## config.mk

```make
export PLATFORM = sky130hd
export DESIGN_NAME = address_region_decoder_top_flat
export DESIGN_NICKNAME = d
export VERILOG_FILES = /design/src/rtl/ard_pkg.sv /design/src/rtl/ard_req_if.sv /design/src/rtl/ard_table.sv /design/src/rtl/ard_alu.sv /design/src/rtl/address_region_decoder_top.sv /design/src/flat_wrapper.sv
export VERILOG_INCLUDE_DIRS = /design/src /design/src/rtl
export SDC_FILE = /design/constraint.sdc
export NUM_CORES = 1
export LEC_CHECK = 0
export BUFFER_PORTS_ARGS = -buffer_cell sky130_fd_sc_hd__clkbuf_2
export CORE_MARGIN = 2
export CORE_UTILIZATION = 40
export DETAILED_ROUTE_END_ITERATION = 16
export PLACE_DENSITY = 0.53
export SETUP_SLACK_MARGIN = 0.02
export SLEW_MARGIN = 20
export SYNTH_ARGS = -nofsm -noshare
export SYNTH_HDL_FRONTEND = slang
export SYNTH_SLANG_ARGS = --single-unit
```

## constraint.sdc

```tcl
create_clock -name clk -period 19.32 [get_ports clk]
set_clock_uncertainty 0.2 [all_clocks]
set_input_delay 1.932 -clock clk [delete_from_list [all_inputs] [get_ports clk]]
set_output_delay 1.932 -clock clk [all_outputs]
set_load 0.01 [all_outputs]
```

## src/rtl/address_region_decoder_top_macros.svh

```systemverilog
// assertion macros shared by the address region decoder
`ifndef ADDRESS_REGION_DECODER_TOP_MACROS_SVH
`define ADDRESS_REGION_DECODER_TOP_MACROS_SVH

// consequent must hold in the same cycle as the antecedent
`define ARD_ASSERT_SAME(label, ante, cons, msg) \
  label: assert property (@(posedge clk) disable iff (rst) (ante) |-> (cons)) \
    else $error(msg);

// consequent must hold in the cycle after the antecedent
`define ARD_ASSERT_NEXT(label, ante, cons, msg) \
  label: assert property (@(posedge clk) disable iff (rst) (ante) |=> (cons)) \
    else $error(msg);

`endif

```

## src/rtl/ard_pkg.sv

```systemverilog
// shared types, codes and constants of the address region decoder
package ard_pkg;

  localparam int unsigned MAX_REGIONS_DEF = 16;
  localparam int unsigned WRITE_BIT_DEF   = 31;

  localparam int unsigned MODE_W   = 2;
  localparam int unsigned ADDR_W   = 32;
  localparam int unsigned SIZE_W   = 31;
  localparam int unsigned STATUS_W = 2;
  localparam int unsigned RIDX_W   = 4;

  // item kinds
  localparam logic [MODE_W-1:0] MODE_CLEAR  = 2'd0;
  localparam logic [MODE_W-1:0] MODE_REG    = 2'd1;
  localparam logic [MODE_W-1:0] MODE_ACCESS = 2'd2;

  // result status codes
  localparam logic [STATUS_W-1:0] ST_OK   = 2'd0;
  localparam logic [STATUS_W-1:0] ST_MISS = 2'd1;
  localparam logic [STATUS_W-1:0] ST_FULL = 2'd2;

  typedef enum logic [2:0] {
    S_IDLE,
    S_SCAN,
    S_OFFSET,
    S_CHECK,
    S_RESULT
  } state_t;

  // write request into the region table
  typedef struct packed {
    logic              en;
    logic [ADDR_W-1:0] base;
    logic [SIZE_W-1:0] size;
  } tbl_wr_t;

endpackage

```

## src/rtl/ard_req_if.sv

```systemverilog
// request and response channel interfaces of the address region decoder
interface ard_req_if;
  import ard_pkg::*;

  logic              valid;
  logic              ready;
  logic [MODE_W-1:0] mode;
  logic [ADDR_W-1:0] address;
  logic [SIZE_W-1:0] region_size;

  modport source (output valid, mode, address, region_size, input ready);
  modport sink (input valid, mode, address, region_size, output ready);
endinterface

interface ard_rsp_if;
  import ard_pkg::*;

  logic                valid;
  logic                ready;
  logic [STATUS_W-1:0] status;
  logic [RIDX_W-1:0]   region_index;
  logic [SIZE_W-1:0]   offset;
  logic                is_write;

  modport source (output valid, status, region_index, offset, is_write, input ready);
  modport sink (input valid, status, region_index, offset, is_write, output ready);
endinterface

```

## src/rtl/ard_table.sv

```systemverilog
// region table: base and size memories, one write and one registered read port
module ard_table #(
  parameter int unsigned DEPTH = ard_pkg::MAX_REGIONS_DEF,
  parameter int unsigned IDX_W = 4
) (
  input  logic                        clk,
  input  ard_pkg::tbl_wr_t            wr,
  input  logic [IDX_W-1:0]            wr_addr,
  input  logic                        rd_en,
  input  logic [IDX_W-1:0]            rd_addr,
  output logic [ard_pkg::ADDR_W-1:0]  rd_base,
  output logic [ard_pkg::SIZE_W-1:0]  rd_size
);
  import ard_pkg::*;

  logic [ADDR_W-1:0] bases [DEPTH];
  logic [SIZE_W-1:0] sizes [DEPTH];

  // write port
  always_ff @(posedge clk) begin
    if (wr.en) begin
      bases[wr_addr] <= wr.base;
      sizes[wr_addr] <= wr.size;
    end
  end

  // registered read port
  always_ff @(posedge clk) begin
    if (rd_en) begin
      rd_base <= bases[rd_addr];
      rd_size <= sizes[rd_addr];
    end
  end

endmodule

```

## src/rtl/ard_alu.sv

```systemverilog
// shared subtract unit: two 32-bit subtractions with borrow out
module ard_alu (
  input  logic [ard_pkg::ADDR_W-1:0] opa,
  input  logic [ard_pkg::ADDR_W-1:0] opb,
  input  logic [ard_pkg::ADDR_W-1:0] opc,
  output logic [ard_pkg::ADDR_W:0]   diff_ab,
  output logic [ard_pkg::ADDR_W:0]   diff_bc
);
  import ard_pkg::*;

  // msb of each difference is the borrow
  assign diff_ab = {1'b0, opa} - {1'b0, opb};
  assign diff_bc = {1'b0, opb} - {1'b0, opc};

endmodule

```

## src/rtl/address_region_decoder_top.sv

```systemverilog
// address region decoder: table of address regions with region lookup for accesses
//
// Request channel req carries mode, address and region_size; one beat per item.
// Response channel rsp returns exactly one beat per request: status,
// region_index, offset and is_write.
// Clear and register items go from the request beat to S_RESULT and then to the
// output register. An access item walks the table one entry per cycle through a
// single memory read port and a shared subtract unit, then passes S_OFFSET,
// S_CHECK and S_RESULT to the output register; the walk sets the time.
// req.ready is high only while no item is in work; one item is handled at a
// time, so the next request beat comes no earlier than the response is loaded
// into the output register. The response sits in an output register, so the next
// request beat may be taken while a finished response still waits for rsp.ready.
// If the receiver stalls for longer, the finished item waits in the sequencer and
// req.ready stays low until the output register frees up.
// Reset (rst, synchronous) empties the table and drops rsp.valid; table
// contents themselves are not cleared, so no clearing pass is needed.
`include "address_region_decoder_top_macros.svh"

module address_region_decoder_top #(
  parameter int unsigned MAX_REGIONS = ard_pkg::MAX_REGIONS_DEF,
  parameter int unsigned WRITE_BIT   = ard_pkg::WRITE_BIT_DEF
) (
  input logic      clk,
  input logic      rst,
  ard_req_if.sink   req,
  ard_rsp_if.source rsp
);
  import ard_pkg::*;

  localparam int unsigned CW = $clog2(MAX_REGIONS + 1);
  localparam int unsigned IW = (MAX_REGIONS > 1) ? $clog2(MAX_REGIONS) : 1;
  localparam int unsigned XW = (IW > RIDX_W) ? IW : RIDX_W;
  localparam logic [CW-1:0]     FULL_COUNT = CW'(MAX_REGIONS);
  localparam logic [ADDR_W-1:0] WMASK      = ADDR_W'(1) << WRITE_BIT;

  state_t state, state_next;

  logic [CW-1:0]       count;
  logic [CW-1:0]       scan_ptr;
  logic                pend;
  logic [IW-1:0]       pend_idx;
  logic [ADDR_W-1:0]   acc_addr;
  logic                acc_wr;
  logic                found;
  logic [ADDR_W-1:0]   best_base;
  logic [SIZE_W-1:0]   best_size;
  logic [IW-1:0]       best_idx;
  logic [ADDR_W-1:0]   off_q;

  logic [STATUS_W-1:0] res_status;
  logic [RIDX_W-1:0]   res_idx;
  logic [SIZE_W-1:0]   res_off;
  logic                res_wr;

  logic                out_valid;
  logic [STATUS_W-1:0] out_status;
  logic [RIDX_W-1:0]   out_idx;
  logic [SIZE_W-1:0]   out_off;
  logic                out_wr;

  logic                in_ready;
  logic                accept;
  logic                out_free;
  logic                rd_en;
  logic [ADDR_W-1:0]   alu_a, alu_b, alu_c;
  logic [ADDR_W:0]     diff_ab, diff_bc;
  logic [ADDR_W-1:0]   rd_base;
  logic [SIZE_W-1:0]   rd_size;
  tbl_wr_t             tbl_wr;
  logic [XW-1:0]       slot_ext, best_ext;

  assign accept   = req.valid && in_ready;
  assign out_free = !out_valid || rsp.ready;
  assign slot_ext = XW'(count[IW-1:0]);
  assign best_ext = XW'(best_idx);

  // table write on an accepted register beat with room left
  always_comb begin
    tbl_wr.en   = accept && (req.mode == MODE_REG) && (count != FULL_COUNT);
    tbl_wr.base = req.address;
    tbl_wr.size = req.region_size;
  end

  ard_table #(
    .DEPTH (MAX_REGIONS),
    .IDX_W (IW)
  ) u_table (
    .clk     (clk),
    .wr      (tbl_wr),
    .wr_addr (count[IW-1:0]),
    .rd_en   (rd_en),
    .rd_addr (scan_ptr[IW-1:0]),
    .rd_base (rd_base),
    .rd_size (rd_size)
  );

  ard_alu u_alu (
    .opa     (alu_a),
    .opb     (alu_b),
    .opc     (alu_c),
    .diff_ab (diff_ab),
    .diff_bc (diff_bc)
  );

  // next state
  always_comb begin
    state_next = state;
    case (state)
      S_IDLE: begin
        if (req.valid) begin
          state_next = (req.mode == MODE_ACCESS) ? S_SCAN : S_RESULT;
        end
      end
      S_SCAN: begin
        if (!rd_en && !pend) begin
          state_next = S_OFFSET;
        end
      end
      S_OFFSET: state_next = S_CHECK;
      S_CHECK:  state_next = S_RESULT;
      S_RESULT: begin
        if (out_free) begin
          state_next = S_IDLE;
        end
      end
      default: state_next = S_IDLE;
    endcase
  end

  // sequencer outputs: ready, table read and subtract unit operands
  always_comb begin
    in_ready = 1'b0;
    rd_en    = 1'b0;
    alu_a    = '0;
    alu_b    = '0;
    alu_c    = '0;
    case (state)
      S_IDLE: in_ready = 1'b1;
      S_SCAN: begin
        rd_en = (scan_ptr != count);
        alu_a = acc_addr;
        alu_b = rd_base;
        alu_c = best_base;
      end
      S_OFFSET: begin
        alu_a = acc_addr;
        alu_b = best_base;
      end
      S_CHECK: begin
        alu_a = off_q;
        alu_b = ADDR_W'(best_size);
      end
      default: begin
        in_ready = 1'b0;
      end
    endcase
  end

  assign req.ready = in_ready;

  // state register
  always_ff @(posedge clk) begin
    if (rst) begin
      state <= S_IDLE;
    end else begin
      state <= state_next;
    end
  end

  // region count
  always_ff @(posedge clk) begin
    if (rst) begin
      count <= '0;
    end else if (accept && (req.mode == MODE_CLEAR)) begin
      count <= '0;
    end else if (tbl_wr.en) begin
      count <= count + CW'(1);
    end
  end

  // scan control
  always_ff @(posedge clk) begin
    if (rst) begin
      scan_ptr <= '0;
      pend     <= 1'b0;
      found    <= 1'b0;
    end else if (accept) begin
      scan_ptr <= '0;
      pend     <= 1'b0;
      found    <= 1'b0;
    end else if (state == S_SCAN) begin
      pend <= rd_en;
      if (rd_en) begin
        scan_ptr <= scan_ptr + CW'(1);
      end
      // candidate: base not above address and not below best so far
      if (pend && !diff_ab[ADDR_W] && (!found || !diff_bc[ADDR_W])) begin
        found <= 1'b1;
      end
    end
  end

  // scan datapath
  always_ff @(posedge clk) begin
    if (accept) begin
      acc_addr <= req.address & ~WMASK;
      acc_wr   <= req.address[WRITE_BIT];
    end
    if (state == S_SCAN) begin
      if (rd_en) begin
        pend_idx <= scan_ptr[IW-1:0];
      end
      if (pend && !diff_ab[ADDR_W] && (!found || !diff_bc[ADDR_W])) begin
        best_base <= rd_base;
        best_size <= rd_size;
        best_idx  <= pend_idx;
      end
    end
    if (state == S_OFFSET) begin
      off_q <= diff_ab[ADDR_W-1:0];
    end
  end

  // pending result
  always_ff @(posedge clk) begin
    if (accept) begin
      res_status <= ST_OK;
      res_idx    <= '0;
      res_off    <= '0;
      res_wr     <= 1'b0;
      if ((req.mode == MODE_REG) && (count == FULL_COUNT)) begin
        res_status <= ST_FULL;
      end else if (req.mode == MODE_REG) begin
        res_idx <= slot_ext[RIDX_W-1:0];
      end
    end else if (state == S_CHECK) begin
      res_wr <= acc_wr;
      // hit when offset is below the region size
      if (found && diff_ab[ADDR_W]) begin
        res_status <= ST_OK;
        res_idx    <= best_ext[RIDX_W-1:0];
        res_off    <= off_q[SIZE_W-1:0];
      end else begin
        res_status <= ST_MISS;
        res_idx    <= '0;
        res_off    <= '0;
      end
    end
  end

  // output register
  always_ff @(posedge clk) begin
    if (rst) begin
      out_valid <= 1'b0;
    end else if ((state == S_RESULT) && out_free) begin
      out_valid <= 1'b1;
    end else if (rsp.ready) begin
      out_valid <= 1'b0;
    end
  end

  always_ff @(posedge clk) begin
    if ((state == S_RESULT) && out_free) begin
      out_status <= res_status;
      out_idx    <= res_idx;
      out_off    <= res_off;
      out_wr     <= res_wr;
    end
  end

  assign rsp.valid        = out_valid;
  assign rsp.status       = out_status;
  assign rsp.region_index = out_idx;
  assign rsp.offset       = out_off;
  assign rsp.is_write     = out_wr;

  // checks
  `ARD_ASSERT_NEXT(a_busy_after_beat, req.valid && req.ready, !req.ready, "ready after request beat")
  `ARD_ASSERT_SAME(a_scan_in_range, state == S_SCAN, scan_ptr <= count, "scan pointer past count")
  `ARD_ASSERT_SAME(a_best_not_above, found, best_base <= acc_addr, "best base above address")

endmodule

```

## src/flat_wrapper.sv

```systemverilog
// flat-port wrapper written by rule: the top's interface ports become plain ports
module address_region_decoder_top_flat import ard_pkg::*;
#(
  parameter int unsigned MAX_REGIONS = ard_pkg::MAX_REGIONS_DEF,
  parameter int unsigned WRITE_BIT   = ard_pkg::WRITE_BIT_DEF
)
  (clk, rst, req_valid, req_mode, req_address, req_region_size, req_ready, rsp_valid, rsp_status, rsp_region_index, rsp_offset, rsp_is_write, rsp_ready);
  ard_req_if req_i ();
  ard_rsp_if rsp_i ();
  input logic clk;
  input logic rst;
  input wire logic [$bits(req_i.valid)-1:0] req_valid;
  input wire logic [$bits(req_i.mode)-1:0] req_mode;
  input wire logic [$bits(req_i.address)-1:0] req_address;
  input wire logic [$bits(req_i.region_size)-1:0] req_region_size;
  output wire logic [$bits(req_i.ready)-1:0] req_ready;
  output wire logic [$bits(rsp_i.valid)-1:0] rsp_valid;
  output wire logic [$bits(rsp_i.status)-1:0] rsp_status;
  output wire logic [$bits(rsp_i.region_index)-1:0] rsp_region_index;
  output wire logic [$bits(rsp_i.offset)-1:0] rsp_offset;
  output wire logic [$bits(rsp_i.is_write)-1:0] rsp_is_write;
  input wire logic [$bits(rsp_i.ready)-1:0] rsp_ready;
  assign req_i.valid = req_valid;
  assign req_i.mode = req_mode;
  assign req_i.address = req_address;
  assign req_i.region_size = req_region_size;
  assign req_ready = req_i.ready;
  assign rsp_valid = rsp_i.valid;
  assign rsp_status = rsp_i.status;
  assign rsp_region_index = rsp_i.region_index;
  assign rsp_offset = rsp_i.offset;
  assign rsp_is_write = rsp_i.is_write;
  assign rsp_i.ready = rsp_ready;
  address_region_decoder_top #(.MAX_REGIONS(MAX_REGIONS), .WRITE_BIT(WRITE_BIT)) u_core (.clk(clk), .rst(rst), .req(req_i), .rsp(rsp_i));
endmodule
```

# [Yosys cells after proc, flatten, opt, wreduce, memory -nomap -nowiden]
# Memory sizes are Yosys's and may differ from the RTL's. A register that Yosys moved wholly into a read port is not among the register bits.
# Cells that the tools add are included.
[op_classes] addsub=4 multipliers=0 n_div=0 magnitude_cmp=0 eq_ne=12 n_shift=0 mux=24 bitwise=0 reduce_logical=28
[op_table] op="32-bit case mux with 3 select lines" n=1
[op_table] op="32-bit by 32-bit subtractor with 33-bit output" n=2
[op_table] op="32-bit case mux with 2 select lines" n=1
[op_table] op="32-bit 2-to-1 mux" n=1
[op_table] op="31-bit 2-to-1 mux" n=1
[op_table] op="4-bit 2-to-1 mux" n=5
[op_table] op="3-bit case mux with 5 select lines" n=1
[op_table] op="3-bit 2-to-1 mux" n=4
[op_table] op="5-bit by 1-bit adder with 5-bit output, second input constant" n=2
[op_table] op="1-bit logical AND" n=10
[op_table] op="1-bit 2-to-1 mux" n=7
[op_table] op="3-bit by 2-bit == test with 1-bit output, second input constant" n=2
[op_table] op="1-bit logical NOT" n=6
[op_table] op="2-bit 2-to-1 mux" n=3
[op_table] op="2-bit OR reduction" n=3
[op_table] op="5-bit == test, second input constant" n=1
[op_table] op="5-bit inequality test" n=1
[op_table] op="5-bit inequality test, second input constant" n=1
[op_table] op="2-bit by 1-bit inequality test with 1-bit output, second input constant" n=2
[op_table] op="2-bit AND reduction" n=2
[op_table] op="2-bit nonzero test" n=2
[op_table] op="3-bit by 1-bit == test with 1-bit output, second input constant" n=1
[op_table] op="3-bit == test, second input constant" n=1
[op_table] op="3-bit logical NOT" n=1
[op_table] op="other kinds (6)" n=7
[word_totals] regBits=227 latch_bits=0 mem_bits_rw=1008 mem_bits_ro=0 inputBits=69 word_cells=91 n_memories=2
[mem_list] name="u_core.u_table.bases" words=16 word_bits=32 read_ports=1 rd_clocked_by_memory_dff=1 wr=1 line_no="ard_table.sv:16" rtl="logic [ADDR_W-1:0] bases [DEPTH];"
[mem_list] name="u_core.u_table.sizes" words=16 word_bits=31 read_ports=1 rd_clocked_by_memory_dff=1 wr=1 line_no="ard_table.sv:17" rtl="logic [SIZE_W-1:0] sizes [DEPTH];"

# [Depth between registers and ports, before layout]
[depth] depth_word=8 depth_mapped=18 ltp_nobuf=15

# [Modules after synthesis]
# A second synthesis with hierarchy kept.
[unflattened] cells_unflattened=2832 hier_area_um2=52140.0
[modules_own_cells] module="ard_table" n_inst=1 cells_each=1622 area_per_inst_um2=39621.8 seq_area_each_um2=32160.8
[modules_own_cells] module="address_region_decoder_top" n_inst=1 cells_each=650 area_per_inst_um2=8787.2 seq_area_each_um2=6336.1
[modules_own_cells] module="ard_alu" n_inst=1 cells_each=560 area_per_inst_um2=3731.1 seq_area_each_um2=0.0

# [Least setup slack after synthesis]
# No wires, ideal clock.
[synth_path] path_kind="input to register" startpoint="input port req_valid" endpoint="memory u_core.u_table.bases[0][0], enable pin" setup_time_ps=561 t_arrival_ps=6926 t_required_ps=18559 path_slack_ps=11632 stages=6 path_buffers=1 path_cell_list="nand2_1 > nor2_1 > o311a_1 > buf_2 > nand2_1 > nor3_1"
[synth_via] elab_chain_cells=5
[synth_rtl] element="from (decl)" line_no="flat_wrapper.sv:12" rtl="input wire logic [$bits(req_i.valid)-1:0] req_valid;"
[synth_rtl] element="1-bit logical AND" line_no="address_region_decoder_top.sv:73" rtl="assign accept = req.valid && in_ready;"
[synth_rtl] element="1-bit logical AND (2 in series)" line_no="address_region_decoder_top.sv:80" rtl="tbl_wr.en = accept && (req.mode == MODE_REG) && (count != FULL_COUNT);"
[synth_rtl] element="1-bit 2-to-1 mux" line_no="ard_table.sv:21" rtl="if (wr.en) begin"
[synth_rtl] element="1-bit 2-to-1 mux (not written as such)" line_no="ard_table.sv:22" rtl="bases[wr_addr] <= wr.base;"
[synth_rtl] element="to (decl)" line_no="ard_table.sv:16"
# Every way passes these cells.

# [Worst setup path in the final report]
[layout_path] startpoint="register u_core.state[2]" endpoint="register u_core.best_size[29], enable pin"
[layout_via] elab_chain_cells=8
[layout_rtl] element="from (decl)" line_no="address_region_decoder_top.sv:37" rtl="state_t state, state_next;"
[layout_rtl] element="from (signal assigned)" line_no="address_region_decoder_top.sv:167" rtl="state <= state_next;"
[layout_rtl] element="3-bit by 2-bit == test with 1-bit output / 3-bit by 1-bit == test with 1-bit output (equally long branches)" line_no="address_region_decoder_top.sv:138, address_region_decoder_top.sv:210"
[layout_rtl] element="2-bit OR reduction (no source line)"
[layout_rtl] element="32-bit case mux with 2 select lines" line_no="address_region_decoder_top.sv:138" rtl="case (state)"
[layout_rtl] element="32-bit by 32-bit subtractor with 33-bit output" line_no="ard_alu.sv:12" rtl="assign diff_ab = {1'b0, opa} - {1'b0, opb};"
[layout_rtl] element="1-bit logical NOT" line_no="address_region_decoder_top.sv:214" rtl="if (pend && !diff_ab[ADDR_W] && (!found || !diff_bc[ADDR_W])) begin"
[layout_rtl] element="1-bit logical AND (2 in series)" line_no="address_region_decoder_top.sv:214"
[layout_rtl] element="2-bit AND reduction (no source line) (*)"
[layout_rtl] element="to (signal assigned)" line_no="address_region_decoder_top.sv:216" rtl="best_size <= rd_size;"
[layout_rtl] element="to (decl)" line_no="address_region_decoder_top.sv:47" rtl="logic [SIZE_W-1:0] best_size;"
# Every way passes the cells marked *; elsewhere a longest branch is shown, timed or not.
# A chain may end at the register's enable or synchronous reset.

==> summary.txt <==
post-route minimum period - 5.668 ns
WL/cell - 27.54 microns
critical path class - reg -> reg
post-route cell area - 57820 sq um
GP Congestion - 0.8433
post-synthesis adder-cell area fraction - 0.01713
reg2reg end - u_core.best_size[29]$_DFFE_PP_
CP arrival - 5.82 ns
initial drt markers - 2167
XOR/XNOR Fraction of Synth Area - 0.006719
MaxCap Viol Count - 0
Syn Area/Cell - 20.47 sq um
H-tree Lvls - 4
Syn Inst Count - 2484
Setup Total Neg Slack - 0 ns
cts hold-fix bufs - 0
Starting Density - 0.4038
Non-Filler Instances - 4432
Max Clk Rate - 0.1764 GHz
Clock Latency Late Sink - 0.76 ns
CP Launch Point - u_core.state[2]$_SDFFE_PP0P_
post-CTS sizing - 0
switch share - 0.2077
total global routing overflow - 0
initial antenna violation count - 16
Final period util - 0.2934
main flop type after synthesis - edfxtp_1
Final Hold Vio Count - 0
worst r2r src - u_core.state[2]$_SDFFE_PP0P_
Final setup viols - 0
CTS clk-pin slew, worst paths - 0.06 ns
EDFF count, synth - 1250
compound-gate portion of the synthesized area - 0.02702
IO Port Bufs - 108
Storage cell area - 38510 sq um
status - finished, final reports clean
register area share after synthesis - 0.7572
CP endpoint - u_core.best_size[29]$_DFFE_PP_
vias in the first global route - 24.97k
Relative slew margins - 0.3380
Worst Path Required - 19.47 ns
Psw - 1.213 mW
multi-input logic area - 11830 sq um
cell internal pwr - 4.627 mW
synth warn - 0
CP max FO - 67
core area - 125900 sq um
Setup crit start kind - flop
Hold Path Class - reg -> reg
Final nets - 2812
first-pass GRT wire length - 176.7 mm
Pleak - 18.43 nW
combinational power share - 0.040
Placed Cells - 4181
worst vdd ir - 0.07270 mV
Synth Area in Simple Gates - 0.03246
CTS tree - done
FFs w/ async S/R, synth - 0
Seq pwr share - 0.534
Total Die Area - 130000 sq um
setup bufs post-CTS - 0
RSZ-0062 raised after global routing - no
std cell rows - 130
FF-to-FF path depth - 17
Yosys cell types - 63
Ports - 109
Clk pwr share - 0.426
Filler cells - 10.62k
R2R Setup Slk - 13.65 ns
combinational family with the most area after synthesis - multiplexers
Slew @ Worst Pin - 0.9930 ns
CTS max path bufs - 3
post-DR vias/cell - 5.438
first drt pass iteration count - 5
Yosys reg bits - 1298
Post-Route WL - 122.1 mm
DRC errors left - 0
post-placement cell area - 53550 sq um
endpoint class of the critical path - flop
Net Count, Synth - 2622
Num CTS Buffers - 140
die height - 360.5 microns
GR Util All Layers - 0.1894
Via Count - 24.10k
largest net degree at the start of global routing - 122
Area Growth Syn to Fin - 13.72%
CTS root buf - clkbuf_16
mux contribution to synthesized area - 0.1468
fraction of layout cells with a size suffix above 1 - 0.2711
Final Max Tran Viols - 0
dpl hpwl - 69.44 mm
Sink Count - 1298
Die X - 360.5 microns
PwrDens - 101.0 nW/um^2
post-route antenna net violation count - 0
Mapped Area - 50840 sq um
==> power by group through the flow <==
| stage | logic, mW | clock network (mW) | registers [mW] |
|---|---|---|---|
| floorplan | 0.145 | 0 | 3.18 |
| global placement | 0.229 | 0 | 3.18 |
| detailed placement | 0.235 | 0 | 3.18 |
| CTS | 0.236 | 2.55 | 3.12 |
| global route | 0.260 | 2.66 | 3.12 |
| finish | 0.234 | 2.49 | 3.12 |
==> synthesized netlist by cell type (2+ instances only) <==
master    instances  area, sq um
buf_2            18        90.09
a21oi_2           2        17.52
mux4_2          315         7094
xnor2_1          23        201.4
nand2b_1          5        31.28
nor2b_1          12        75.07
nor3b_1           3        22.52
xor2_1           16        140.1
a21boi_0          5        37.54
dfxtp_1          48        960.9
nor2_1           56        210.2
a21oi_1          35        175.2
mux2i_1           2        20.02
nand4_1           9        56.30
a22oi_1           2        15.01
or2_2             2        12.51
and2_1            7        43.79
nand2_1         227        852.1
a211oi_1          4        30.03
buf_1            27        101.4
nand3_1          39        195.2
clkbuf_1         67        251.5
buf_6             3        33.78
nor4_1            2        12.51
a31oi_1           2        12.51
o21ai_2          30        262.8
o21ai_0          27        135.1
ha_1             68        850.8
edfxtp_1       1250        37540
o21bai_1          2        15.01
or3_1             2        12.51
a21o_1           52        390.4
nor3_1           14        70.07
o311a_1           2        20.02
inv_1            44        165.2
mux2_2           31        349.1
and3_1            3        18.77
o21a_1            3        22.52
==> cell usage in the layout (no fill, tap or decap), types with 7 or more instances in the layout <==
cell,count
a21o_1,52
a21oi_1,35
and2_1,7
buf_4,52
clkbuf_1,37
clkbuf_16,145
clkbuf_2,108
clkinv_1,35
clkinv_2,10
dfxtp_1,43
edfxtp_1,1250
ha_1,68
inv_1,44
mux2_2,31
mux4_2,315
nand2_1,227
nand3_1,39
nand4_1,9
nor2_1,43
nor2_4,12
nor2b_1,11
nor3_1,10
o21ai_0,27
o21ai_2,30
xnor2_1,23
xor2_1,16
==> registers in the layout (all words and copies together), names as in the netlist, 3 cells and up <==
register and count:
u_core.acc_addr 31, u_core.best_base 32, u_core.best_ext 4, u_core.best_size 31, u_core.count 5, u_core.off_q 32
u_core.pend_idx 4, u_core.res_idx 4, u_core.res_off 31, u_core.rsp.offset 31, u_core.rsp.region_index 4, u_core.scan_ptr 5
u_core.state 3, u_core.u_table.bases 512, u_core.u_table.rd_base 32, u_core.u_table.rd_size 31, u_core.u_table.sizes 496
==> how the worst min path moves through the flow <==
stage                                                   from                                   end  cells after the start
final                            u_core.res_idx[1]$_DFFE_PP_  u_core.rsp.region_index[1]$_DFFE_PP_                      0
after global routing      u_core.res_status[0]$_SDFFCE_PP0P_        u_core.rsp.status[0]$_DFFE_PP_                      0
after floorplan                 u_core.pend_idx[0]$_DFFE_PP_          u_core.best_ext[0]$_DFFE_PP_                      0
after CTS                        u_core.res_idx[1]$_DFFE_PP_  u_core.rsp.region_index[1]$_DFFE_PP_                      0
after detailed placement  u_core.res_status[1]$_SDFFCE_PN0P_        u_core.rsp.status[1]$_DFFE_PP_                      0
after global placement          u_core.pend_idx[1]$_DFFE_PP_          u_core.best_ext[1]$_DFFE_PP_                      0
==> layout make-up <==
| cell class | count | area share |
|---|---|---|
| inverters | 44 | 0.002857 |
| diodes | 4 | 0.0001731 |
| flip-flops and latches | 1298 | 0.6661 |
| multi-input cells | 1027 | 0.2046 |
| clock inverters | 63 | 0.007813 |
| repair buffers | 163 | 0.01727 |
| well taps | 1650 | 0.03571 |
| clock buffers | 183 | 0.06540 |
==> metal layers <==
metal  global-route usage  wire (microns)  up-vias
li1                     -               -    10473
met1               0.2571           53050    12827
met2               0.3081           59620      613
met3              0.03947            6304      171
met4              0.05817            2981       16
met5                    0              97        -
==> per-stage QoR <==
step           hold WS, ns  setup WS [ns]  power [mW]    util
3_5_place_dp        0.2045          13.65       3.414  0.4253
6_report            0.2191          13.65       5.840  0.4592
2_1_floorplan       0.2003          11.63       3.324       -
3_3_place_gp        0.2043          13.65       3.409  0.4253
4_1_cts             0.2212          13.60       5.907  0.4589
5_1_grt             0.2232          13.30       6.040  0.4592
==> kinds of logic (layout without fill, tap and decap cells) <==
group | count (synthesis) | in the layout
flops | 1298 | 1298
simple gates | 385 | 385
mux | 348 | 348
compound gates | 186 | 186
buf+inv | 159 | 453
fa+ha+maj | 69 | 69
xor+xnor | 39 | 39
other cells | 0 | 4
==> worst max-delay path, cell delays in order, from the launching register on <==
cell and delay [ns]:
dfxtp_1 0.29, buf_4 0.25, nor2_1 0.16, and2_1 0.14, buf_4 0.41, or2_2 0.68, a21boi_0 0.20, ha_1 0.23
inv_1 0.08, fa_1 0.22, a21o_1 0.14, a21oi_2 0.08, nor2b_1 0.31, o41ai_4 0.16, a211oi_4 0.32, o21ai_4 0.16
o21ai_0 0.24, o2111a_4 0.87
(Power assumes the default switching activity.)
